[src/rtl/core/dda_pkg.sv]
// ----------------------------------------------------------------------------
// dda_pkg
// Shared types and constants of the DDA line rasterizer: command codes,
// request and result payloads, and the front-end sequencer states.
// ----------------------------------------------------------------------------
package dda_pkg;

  // coordinate width of endpoints and pixels
  localparam int COORD_BITS = 10;

  // command codes, also used as the kind of a queued operation
  localparam logic CMD_LOAD = 1'b0;
  localparam logic CMD_STEP = 1'b1;

  // one request item
  typedef struct packed {
    logic                  command;
    logic [COORD_BITS-1:0] start_x;
    logic [COORD_BITS-1:0] start_y;
    logic [COORD_BITS-1:0] end_x;
    logic [COORD_BITS-1:0] end_y;
  } dda_in_t;

  // one emitted pixel
  typedef struct packed {
    logic [COORD_BITS-1:0] pixel_x;
    logic [COORD_BITS-1:0] pixel_y;
    logic                  last_pixel;
  } dda_out_t;

  // front-end sequencer states
  typedef enum logic [1:0] {
    FS_IDLE,
    FS_PREP,
    FS_DIVIDE,
    FS_ISSUE
  } front_state_t;

endpackage

[src/rtl/core/dda_div.sv]
// ----------------------------------------------------------------------------
// dda_div
// Two-lane restoring divider for the per-axis increments. Each lane forms
// (num << FRAC_BITS) / den one quotient bit per cycle, num <= den, and
// applies the sign at the end, giving truncation toward zero.
// ----------------------------------------------------------------------------
module dda_div import dda_pkg::*; #(
  parameter int FRAC_BITS = 16
) (
  input  logic                             clk,
  input  logic                             rst,
  input  logic                             start,
  input  logic [1:0][COORD_BITS-1:0]       num,
  input  logic [COORD_BITS-1:0]            den,
  input  logic [1:0]                       neg,
  output logic                             busy,
  output logic [1:0][FRAC_BITS+1:0]        inc
);

  localparam int CntW = $clog2(FRAC_BITS + 2);

  logic [CntW-1:0]       cnt;
  logic [COORD_BITS:0]   rem  [2];
  logic [COORD_BITS:0]   diff [2];
  logic [1:0]            ge;
  logic [FRAC_BITS:0]    quo  [2];
  logic [1:0]            sign;

  assign busy = (cnt != '0);

  // bit counter: one integer bit plus FRAC_BITS fraction bits
  always_ff @(posedge clk) begin
    if (rst) begin
      cnt <= '0;
    end else if (start) begin
      cnt <= CntW'(FRAC_BITS + 1);
    end else if (busy) begin
      cnt <= cnt - 1'b1;
    end
  end

  // trial subtract per lane
  always_comb begin
    for (int l = 0; l < 2; l++) begin
      diff[l] = rem[l] - {1'b0, den};
      ge[l]   = (rem[l] >= {1'b0, den});
    end
  end

  // partial remainder and quotient shift
  always_ff @(posedge clk) begin
    for (int l = 0; l < 2; l++) begin
      if (start) begin
        rem[l]  <= {1'b0, num[l]};
        quo[l]  <= '0;
        sign[l] <= neg[l];
      end else if (busy) begin
        quo[l] <= {quo[l][FRAC_BITS-1:0], ge[l]};
        rem[l] <= ge[l] ? {diff[l][COORD_BITS-1:0], 1'b0}
                        : {rem[l][COORD_BITS-1:0], 1'b0};
      end
    end
  end

  // signed increments
  always_comb begin
    for (int l = 0; l < 2; l++) begin
      inc[l] = sign[l] ? -{1'b0, quo[l]} : {1'b0, quo[l]};
    end
  end

endmodule

[src/rtl/core/dda_fifo.sv]
// ----------------------------------------------------------------------------
// dda_fifo
// Small operation queue between the front end and the back end.
// ----------------------------------------------------------------------------
module dda_fifo import dda_pkg::*; #(
  parameter int WIDTH = 8,
  parameter int DEPTH = 4
) (
  input  logic             clk,
  input  logic             rst,
  input  logic             push,
  input  logic [WIDTH-1:0] wdata,
  output logic             full,
  input  logic             pop,
  output logic [WIDTH-1:0] rdata,
  output logic             empty
);

  localparam int AW = (DEPTH > 1) ? $clog2(DEPTH) : 1;

  logic [WIDTH-1:0] slots [DEPTH];
  logic [AW-1:0]    wr_ptr;
  logic [AW-1:0]    rd_ptr;
  logic [AW:0]      count;
  logic             do_push;
  logic             do_pop;

  assign full    = (count == (AW+1)'(DEPTH));
  assign empty   = (count == '0);
  assign do_push = push && !full;
  assign do_pop  = pop && !empty;
  assign rdata   = slots[rd_ptr];

  // storage write
  always_ff @(posedge clk) begin
    if (do_push) begin
      slots[wr_ptr] <= wdata;
    end
  end

  // pointers and fill count
  always_ff @(posedge clk) begin
    if (rst) begin
      wr_ptr <= '0;
      rd_ptr <= '0;
      count  <= '0;
    end else begin
      if (do_push) begin
        wr_ptr <= (wr_ptr == AW'(DEPTH - 1)) ? '0 : wr_ptr + 1'b1;
      end
      if (do_pop) begin
        rd_ptr <= (rd_ptr == AW'(DEPTH - 1)) ? '0 : rd_ptr + 1'b1;
      end
      if (do_push && !do_pop) begin
        count <= count + 1'b1;
      end else if (do_pop && !do_push) begin
        count <= count - 1'b1;
      end
    end
  end

  // fill count bounded by depth
  a_count_bound: assert property (@(posedge clk) disable iff (rst)
    count <= (AW+1)'(DEPTH))
    else $error("queue count beyond depth");

  // a lone transfer in raises the count by one
  a_push_grows: assert property (@(posedge clk) disable iff (rst)
    (do_push && !do_pop) |=> (count == $past(count) + 1'b1))
    else $error("queue count did not grow on push");

endmodule

[src/rtl/core/dda_front.sv]
// ----------------------------------------------------------------------------
// dda_front
// Front end: accepts requests, passes step commands straight to the queue,
// and turns a load into step count and increments before queuing it.
// ----------------------------------------------------------------------------
module dda_front import dda_pkg::*; #(
  parameter  int FRAC_BITS = 16,
  localparam int OpW       = 3*COORD_BITS + 2*FRAC_BITS + 6
) (
  input  logic           clk,
  input  logic           rst,
  input  logic           push,
  input  dda_in_t        request,
  output logic           full,
  output logic           q_push,
  output logic [OpW-1:0] q_data,
  input  logic           q_full
);

  typedef struct packed {
    logic                  kind;
    logic [COORD_BITS-1:0] start_x;
    logic [COORD_BITS-1:0] start_y;
    logic [COORD_BITS:0]   steps;
    logic [FRAC_BITS+1:0]  inc_x;
    logic [FRAC_BITS+1:0]  inc_y;
  } op_t;

  front_state_t state, state_next;

  logic [COORD_BITS-1:0] sx, sy, ex, ey;
  logic [COORD_BITS:0]   steps;
  logic [COORD_BITS:0]   dx, dy, dx_neg, dy_neg;
  logic [COORD_BITS-1:0] mag_x, mag_y, step_w;
  logic                  accept;
  logic                  div_start;
  logic                  div_busy;
  logic [1:0][FRAC_BITS+1:0] div_inc;
  op_t                   op;

  assign accept = push && !full;

  // deltas, magnitudes and step count of the latched line
  always_comb begin
    dx     = {1'b0, ex} - {1'b0, sx};
    dy     = {1'b0, ey} - {1'b0, sy};
    dx_neg = -dx;
    dy_neg = -dy;
    mag_x  = dx[COORD_BITS] ? dx_neg[COORD_BITS-1:0] : dx[COORD_BITS-1:0];
    mag_y  = dy[COORD_BITS] ? dy_neg[COORD_BITS-1:0] : dy[COORD_BITS-1:0];
    step_w = (mag_y > mag_x) ? mag_y : mag_x;
  end

  // next state
  always_comb begin
    state_next = state;
    case (state)
      FS_IDLE: begin
        if (accept && request.command == CMD_LOAD) begin
          state_next = FS_PREP;
        end
      end
      FS_PREP: begin
        state_next = (step_w == '0) ? FS_ISSUE : FS_DIVIDE;
      end
      FS_DIVIDE: begin
        if (!div_busy) begin
          state_next = FS_ISSUE;
        end
      end
      FS_ISSUE: begin
        if (!q_full) begin
          state_next = FS_IDLE;
        end
      end
      default: state_next = FS_IDLE;
    endcase
  end

  // outputs
  always_comb begin
    full      = (state != FS_IDLE) || q_full;
    div_start = 1'b0;
    q_push    = 1'b0;
    op        = '0;
    case (state)
      FS_IDLE: begin
        q_push  = accept && request.command == CMD_STEP;
        op.kind = CMD_STEP;
      end
      FS_PREP: begin
        div_start = (step_w != '0);
      end
      FS_ISSUE: begin
        q_push     = !q_full;
        op.kind    = CMD_LOAD;
        op.start_x = sx;
        op.start_y = sy;
        op.steps   = steps;
        op.inc_x   = (steps == '0) ? '0 : div_inc[0];
        op.inc_y   = (steps == '0) ? '0 : div_inc[1];
      end
      default: begin
      end
    endcase
  end

  assign q_data = op;

  // state register
  always_ff @(posedge clk) begin
    if (rst) begin
      state <= FS_IDLE;
    end else begin
      state <= state_next;
    end
  end

  // endpoint and step count latches
  always_ff @(posedge clk) begin
    if (state == FS_IDLE && accept && request.command == CMD_LOAD) begin
      sx <= request.start_x;
      sy <= request.start_y;
      ex <= request.end_x;
      ey <= request.end_y;
    end
    if (state == FS_PREP) begin
      steps <= {1'b0, step_w};
    end
  end

  // increment divider
  dda_div #(
    .FRAC_BITS (FRAC_BITS)
  ) u_div (
    .clk   (clk),
    .rst   (rst),
    .start (div_start),
    .num   ({mag_y, mag_x}),
    .den   (step_w),
    .neg   ({dy[COORD_BITS], dx[COORD_BITS]}),
    .busy  (div_busy),
    .inc   (div_inc)
  );

endmodule

[src/rtl/core/dda_back.sv]
// ----------------------------------------------------------------------------
// dda_back
// Back end: holds the active line, applies queued loads, and for each step
// of an active line emits the floor of its position into the result register.
// ----------------------------------------------------------------------------
module dda_back import dda_pkg::*; #(
  parameter  int FRAC_BITS = 16,
  localparam int OpW       = 3*COORD_BITS + 2*FRAC_BITS + 6,
  localparam int PosW      = COORD_BITS + FRAC_BITS
) (
  input  logic           clk,
  input  logic           rst,
  input  logic           op_valid,
  input  logic [OpW-1:0] op_data,
  output logic           op_pop,
  input  logic           pop,
  output logic           empty,
  output dda_out_t       result
);

  typedef struct packed {
    logic                  kind;
    logic [COORD_BITS-1:0] start_x;
    logic [COORD_BITS-1:0] start_y;
    logic [COORD_BITS:0]   steps;
    logic [FRAC_BITS+1:0]  inc_x;
    logic [FRAC_BITS+1:0]  inc_y;
  } op_t;

  op_t                  op;
  logic [PosW-1:0]      pos_x, pos_y;
  logic [FRAC_BITS+1:0] inc_x, inc_y;
  logic [PosW-1:0]      ext_x, ext_y;
  logic [COORD_BITS:0]  remaining;
  logic                 out_valid;
  dda_out_t             out_reg;
  logic                 out_ready;
  logic                 is_load;
  logic                 emit;

  assign op        = op_data;
  assign is_load   = (op.kind == CMD_LOAD);
  assign out_ready = !out_valid || pop;
  assign emit      = op_valid && !is_load && (remaining != '0) && out_ready;
  // steps on an idle line are dropped without waiting for output space
  assign op_pop    = op_valid && (is_load || remaining == '0 || out_ready);
  assign empty     = !out_valid;
  assign result    = out_reg;

  // sign-extended increments
  assign ext_x = {{(PosW-FRAC_BITS-2){inc_x[FRAC_BITS+1]}}, inc_x};
  assign ext_y = {{(PosW-FRAC_BITS-2){inc_y[FRAC_BITS+1]}}, inc_y};

  // line state and result valid
  always_ff @(posedge clk) begin
    if (rst) begin
      pos_x     <= '0;
      pos_y     <= '0;
      inc_x     <= '0;
      inc_y     <= '0;
      remaining <= '0;
      out_valid <= 1'b0;
    end else begin
      if (op_pop && is_load) begin
        pos_x     <= {op.start_x, {FRAC_BITS{1'b0}}};
        pos_y     <= {op.start_y, {FRAC_BITS{1'b0}}};
        inc_x     <= op.inc_x;
        inc_y     <= op.inc_y;
        remaining <= op.steps;
      end else if (emit) begin
        pos_x     <= pos_x + ext_x;
        pos_y     <= pos_y + ext_y;
        remaining <= remaining - 1'b1;
      end
      if (emit) begin
        out_valid <= 1'b1;
      end else if (pop) begin
        out_valid <= 1'b0;
      end
    end
  end

  // result payload
  always_ff @(posedge clk) begin
    if (emit) begin
      out_reg.pixel_x    <= pos_x[PosW-1:FRAC_BITS];
      out_reg.pixel_y    <= pos_y[PosW-1:FRAC_BITS];
      out_reg.last_pixel <= (remaining == (COORD_BITS+1)'(1));
    end
  end

  // pixel count never exceeds the widest line
  a_remaining_range: assert property (@(posedge clk) disable iff (rst)
    !remaining[COORD_BITS])
    else $error("pixel count out of range");

  // an emitted pixel shows up on the result side
  a_emit_shows: assert property (@(posedge clk) disable iff (rst)
    emit |=> !empty)
    else $error("emitted pixel not presented");

  // a step leaves without a pixel only when no line is active
  a_drop_idle: assert property (@(posedge clk) disable iff (rst)
    (op_pop && !is_load && !emit) |-> (remaining == '0))
    else $error("step dropped on an active line");

endmodule

[src/rtl/core/dda_line_rasterizer.sv]
// ----------------------------------------------------------------------------
// dda_line_rasterizer
// DDA line rasterizer: a load latches a line and computes its fixed-point
// increments, each step on an active line emits the next pixel of the run.
//
//   channel   handshake            payload     direction
//   request   push / full          dda_in_t    in
//   result    empty / pop          dda_out_t   out
//
// A step passes the front end to the queue in the cycle it is accepted;
// pixels leave one per cycle while the result side keeps popping. A load holds
// full through step count, divider run, divider done and queue write; a zero-length load skips the divider.
// Steps queued before a load keep draining in the back end meanwhile.
// Reset (rst, synchronous) leaves no line active, the operation queue empty and no result pending.
// A stalled result side fills the operation queue, then raises full.
// ----------------------------------------------------------------------------
module dda_line_rasterizer import dda_pkg::*; #(
  parameter int FRAC_BITS   = 16,
  parameter int QUEUE_DEPTH = 4
) (
  input  logic     clk,
  input  logic     rst,
  input  logic     push,
  output logic     full,
  input  dda_in_t  request,
  output logic     empty,
  input  logic     pop,
  output dda_out_t result
);

  localparam int OpW = 3*COORD_BITS + 2*FRAC_BITS + 6;

  logic           q_push;
  logic [OpW-1:0] q_wdata;
  logic           q_full;
  logic           q_pop;
  logic [OpW-1:0] q_rdata;
  logic           q_empty;

  // request decode and increment computation
  dda_front #(
    .FRAC_BITS (FRAC_BITS)
  ) u_front (
    .clk     (clk),
    .rst     (rst),
    .push    (push),
    .request (request),
    .full    (full),
    .q_push  (q_push),
    .q_data  (q_wdata),
    .q_full  (q_full)
  );

  // operation queue
  dda_fifo #(
    .WIDTH (OpW),
    .DEPTH (QUEUE_DEPTH)
  ) u_fifo (
    .clk   (clk),
    .rst   (rst),
    .push  (q_push),
    .wdata (q_wdata),
    .full  (q_full),
    .pop   (q_pop),
    .rdata (q_rdata),
    .empty (q_empty)
  );

  // line stepping and pixel output
  dda_back #(
    .FRAC_BITS (FRAC_BITS)
  ) u_back (
    .clk      (clk),
    .rst      (rst),
    .op_valid (!q_empty),
    .op_data  (q_rdata),
    .op_pop   (q_pop),
    .pop      (pop),
    .empty    (empty),
    .result   (result)
  );

endmodule
[config.mk]
export PLATFORM = sky130hd
export DESIGN_NAME = dda_line_rasterizer
export DESIGN_NICKNAME = d
export VERILOG_FILES = /design/src/rtl/core/dda_pkg.sv /design/src/rtl/core/dda_div.sv /design/src/rtl/core/dda_fifo.sv /design/src/rtl/core/dda_front.sv /design/src/rtl/core/dda_back.sv /design/src/rtl/core/dda_line_rasterizer.sv
export SDC_FILE = /design/constraint.sdc
export NUM_CORES = 1
export LEC_CHECK = 0
export BUFFER_PORTS_ARGS = -buffer_cell sky130_fd_sc_hd__buf_2
export CAP_MARGIN = 20
export CORE_MARGIN = 2
export CORE_UTILIZATION = 40
export CTS_CLUSTER_DIAMETER = 60
export DETAILED_ROUTE_END_ITERATION = 10
export PLACE_DENSITY = 0.66
export SLEW_MARGIN = 20
export SYNTH_ARGS = -nofsm -noshare
export SYNTH_HDL_FRONTEND = slang
export SYNTH_SLANG_ARGS = --single-unit
[constraint.sdc]
create_clock -name clk -period 8.83 [get_ports clk]
set_clock_uncertainty 0.1 [all_clocks]
set_input_delay 1.3245 -clock clk [delete_from_list [all_inputs] [get_ports clk]]
set_output_delay 1.3245 -clock clk [all_outputs]
set_load 0.1 [all_outputs]
==> flow_summary.json <==
{
  "status": "finished, final reports clean",
  "wire_length_per_cell_um": 19.11,
  "worst-endpoint-required_ns": 9.07,
  "cts_buffers": 56,
  "groute.usage.overall": 0.1769,
  "final_layout_size_suffix_gt1_frac": 0.1357,
  "endpoint_kind": "register",
  "fin_crit_ns": 7.541,
  "maxSlewHeadroom": 0.2861,
  "clk_pin_slew_worst_paths_ns": 0.06,
  "layout.area.seq_mm2": 0.01424,
  "detailedPlacementHpwl_mm": 38.55,
  "detail_route.first_pass.iterations": 5,
  "final-setup-viol-count": 0,
  "syn_nets": 2221,
  "synth.ff_latch_count": 513,
  "worstSetupPathType": "register to register",
  "synth_enable_flop_cells": 396,
  "mostFrequentLayoutCell": "sky130_fd_sc_hd__edfxtp_1",
  "final.fill_count": 5463,
  "synth_area_per_cell_um2": 12.16,
  "timing.final.crit_share": 0.8540,
  "synthArstFlopShare": 0,
  "worst_case_clock_buffer_depth": 3,
  "layout_common_cells": "sky130_fd_sc_hd__edfxtp_1 (396), sky130_fd_sc_hd__nand2_1 (209), sky130_fd_sc_hd__a21oi_1 (156), sky130_fd_sc_hd__nor2_1 (130), sky130_fd_sc_hd__dfxtp_1 (115)",
  "total_routed_wirelength_mm": 57.53,
  "initial_core_util": 0.4054,
  "setup_repair_after_global_routing_missed_its_margin": "no",
  "critical-path-slowest-cell": "sky130_fd_sc_hd__nor2_2",
  "cp.arrival_ns": 7.78,
  "cts_hold_buf": 0,
  "initialDrtViolationCount": 1193,
  "diodes": 0,
  "cts_resized": 0,
  "io_buffer_count": 67,
  "ys.flop_type": "sky130_fd_sc_hd__edfxtp_1",
  "fp.dieH_um": 254.3,
  "worst_skew_pair.late_latency_ns": 0.65,
  "maxClockFrequency_ghz": 0.1326,
  "grt_antenna_before_repair": 0,
  "clk_root_buffer_cell": "sky130_fd_sc_hd__clkbuf_16",
  "numClockSinks": 513,
  "grt_start_max_net_pins": 75,
  "max_cap_viol_count": 0,
  "final_nets": 2286,
  "multi_input_comb_area_mm2": 0.01012,
  "route.detailed.drc": 0,
  "gp_congestion": 0.8791,
  "max_slew.worst_pin.slew_ns": 1.071,
  "rows": 91,
  "crit_path_max_fanout": 16,
  "synth_cell_type_count": 99,
  "hold_fails_final_rpt": 0,
  "ant_nets": 0,
  "cts_tree": "done",
  "routed_via_density": 5.477,
  "chip_width_um": 254.3,
  "cts_setup_buffers": 0,
  "worst_path_largest_cell_delay_ns": 0.66,
  "post_synth_inst_count": 2061,
  "worstHoldPathType": "register to register",
  "area_grow_syn2layout_pct": 12.32,
  "cp-start-kind": "register",
  "num_vias": 16490,
  "syn_area_mm2": 0.02506,
  "grt_overflow_total": 0,
  "ios": 68,
  "tns_ns": 0,
  "coreArea_mm2": 0.06183,
  "slew_violations": 0,
  "wire_length_of_the_first_global_routing_pass_mm": 89.71,
  "clock_tree.htree_level_count": 2,
  "synth_seq_area_share": 0.5679,
  "ys_warn_count": 0,
  "vias_in_the_first_global_route": 16370,
  "die_area_mm2": 0.06468
}
sequential cells by signal, summed over array words and instances (netlist names), named ones only:
signal,count
u_fifo.slots,268
u_front.u_div.quo,34
u_back.pos_x,26
u_back.pos_y,26
u_front.u_div.rem,22
u_back.result,21
u_back.inc_x,18
u_back.inc_y,18
u_back.remaining,11
u_front.ex,10
u_front.ey,10
u_front.steps,10
u_front.sx,10
u_front.sy,10
u_front.u_div.cnt,5
u_fifo.count,3
u_fifo.rd_ptr,2
u_fifo.wr_ptr,2
u_front.state,2
u_front.u_div.sign,2
u_back.out_valid,1
synthesized netlist by cell type (all sizes together), types with 8 or more instances:
master / n / area, um^2
o21ai: 52 / 264.0
and2: 46 / 292.8
a211oi: 21 / 162.6
a21o: 29 / 226.5
nand2: 211 / 799.5
or2: 10 / 65.07
nor2b: 21 / 131.4
edfxtp: 396 / 11890
buf: 25 / 150.1
or3: 23 / 143.9
o21a: 10 / 75.07
nand3: 29 / 155.2
a31oi: 22 / 137.6
o31ai: 13 / 97.59
a22oi: 22 / 165.2
o22ai: 8 / 50.05
a21oi: 157 / 789.5
nor3b: 10 / 75.07
clkbuf: 58 / 219.0
nand2b: 25 / 156.4
nor3: 36 / 180.2
dfxtp: 117 / 2342
xnor2: 65 / 569.3
inv: 94 / 352.8
ha: 110 / 1376
mux2i: 18 / 180.2
nor4: 13 / 81.33
o41ai: 8 / 77.58
nand4: 8 / 50.05
and3: 38 / 242.7
xor2: 56 / 490.5
nor2: 133 / 509.2
mux4: 67 / 1509
kinds of logic after synthesis:
logic type               share of synthesized area
AO/OA/AOI/OAI                               0.1099
multiplexers                               0.06784
buffers and inverters                      0.02930
adder cells (fa/ha/maj)                    0.05971
AND/OR/NAND/NOR                             0.1230
flip-flops                                  0.5679
XOR/XNOR                                   0.04228
through the flow:
step | setup slack [ns] | utilization | hold WS [ns] | cells | cell area [um^2]
finish | 1.289 | 0.4553 | 0.3565 | 3011 | 28150
global route | 0.6172 | 0.4553 | 0.3749 | 3011 | 28150
CTS | 1.312 | 0.4553 | 0.3577 | 3011 | 28150
detailed placement | 1.376 | 0.4251 | 0.3511 | 2905 | 26280
global placement | 1.593 | 0.4251 | 0.3421 | 2905 | 26280
floorplan | 2.270 | - | 0.3340 | 2061 | 25060
worst paths after layout:
path | slack, ns | from | endpoint | cells past startpoint
max | 1.29 | u_front.sy[0]$_DFFE_PP_ | u_front.u_div.rem[0][8]$_DFFE_PP_ | 29
max reg2reg | 1.29 | u_front.sy[0]$_DFFE_PP_ | u_front.u_div.rem[0][8]$_DFFE_PP_ | 29
min reg2reg | 0.36 | u_back.pos_y[10]$_SDFFE_PP0P_ | u_back.pos_y[10]$_SDFFE_PP0P_ | 2
min | 0.36 | u_back.pos_y[10]$_SDFFE_PP0P_ | u_back.pos_y[10]$_SDFFE_PP0P_ | 2
cell type report:
type | count | share of cell area
sequential | 513 | 0.5058
multi-input combinational | 1369 | 0.3597
clock buffer | 72 | 0.05369
tap | 837 | 0.03720
timing repair buffer | 90 | 0.01805
inverter | 96 | 0.01298
clock inverter | 34 | 0.01262
routing by layer:
layer / track usage / wire length, um
met5: 0 / 0
met4: 0.04672 / 983
met3: 0.02552 / 2907
met2: 0.2942 / 27440
met1: 0.2431 / 26210
critical path: cells and delay by family (launching register included):
| kind | cells | cell delay, ns |
|---|---|---|
| compound gates | 12 | 2.67 |
| fa+ha+maj | 3 | 0.76 |
| buf+inv | 6 | 0.91 |
| flops | 1 | 0.40 |
| simple gates | 8 | 2.41 |
Power is not shown: default switching activity piles up to over one toggle a cycle in this logic, so the estimate is an artifact.
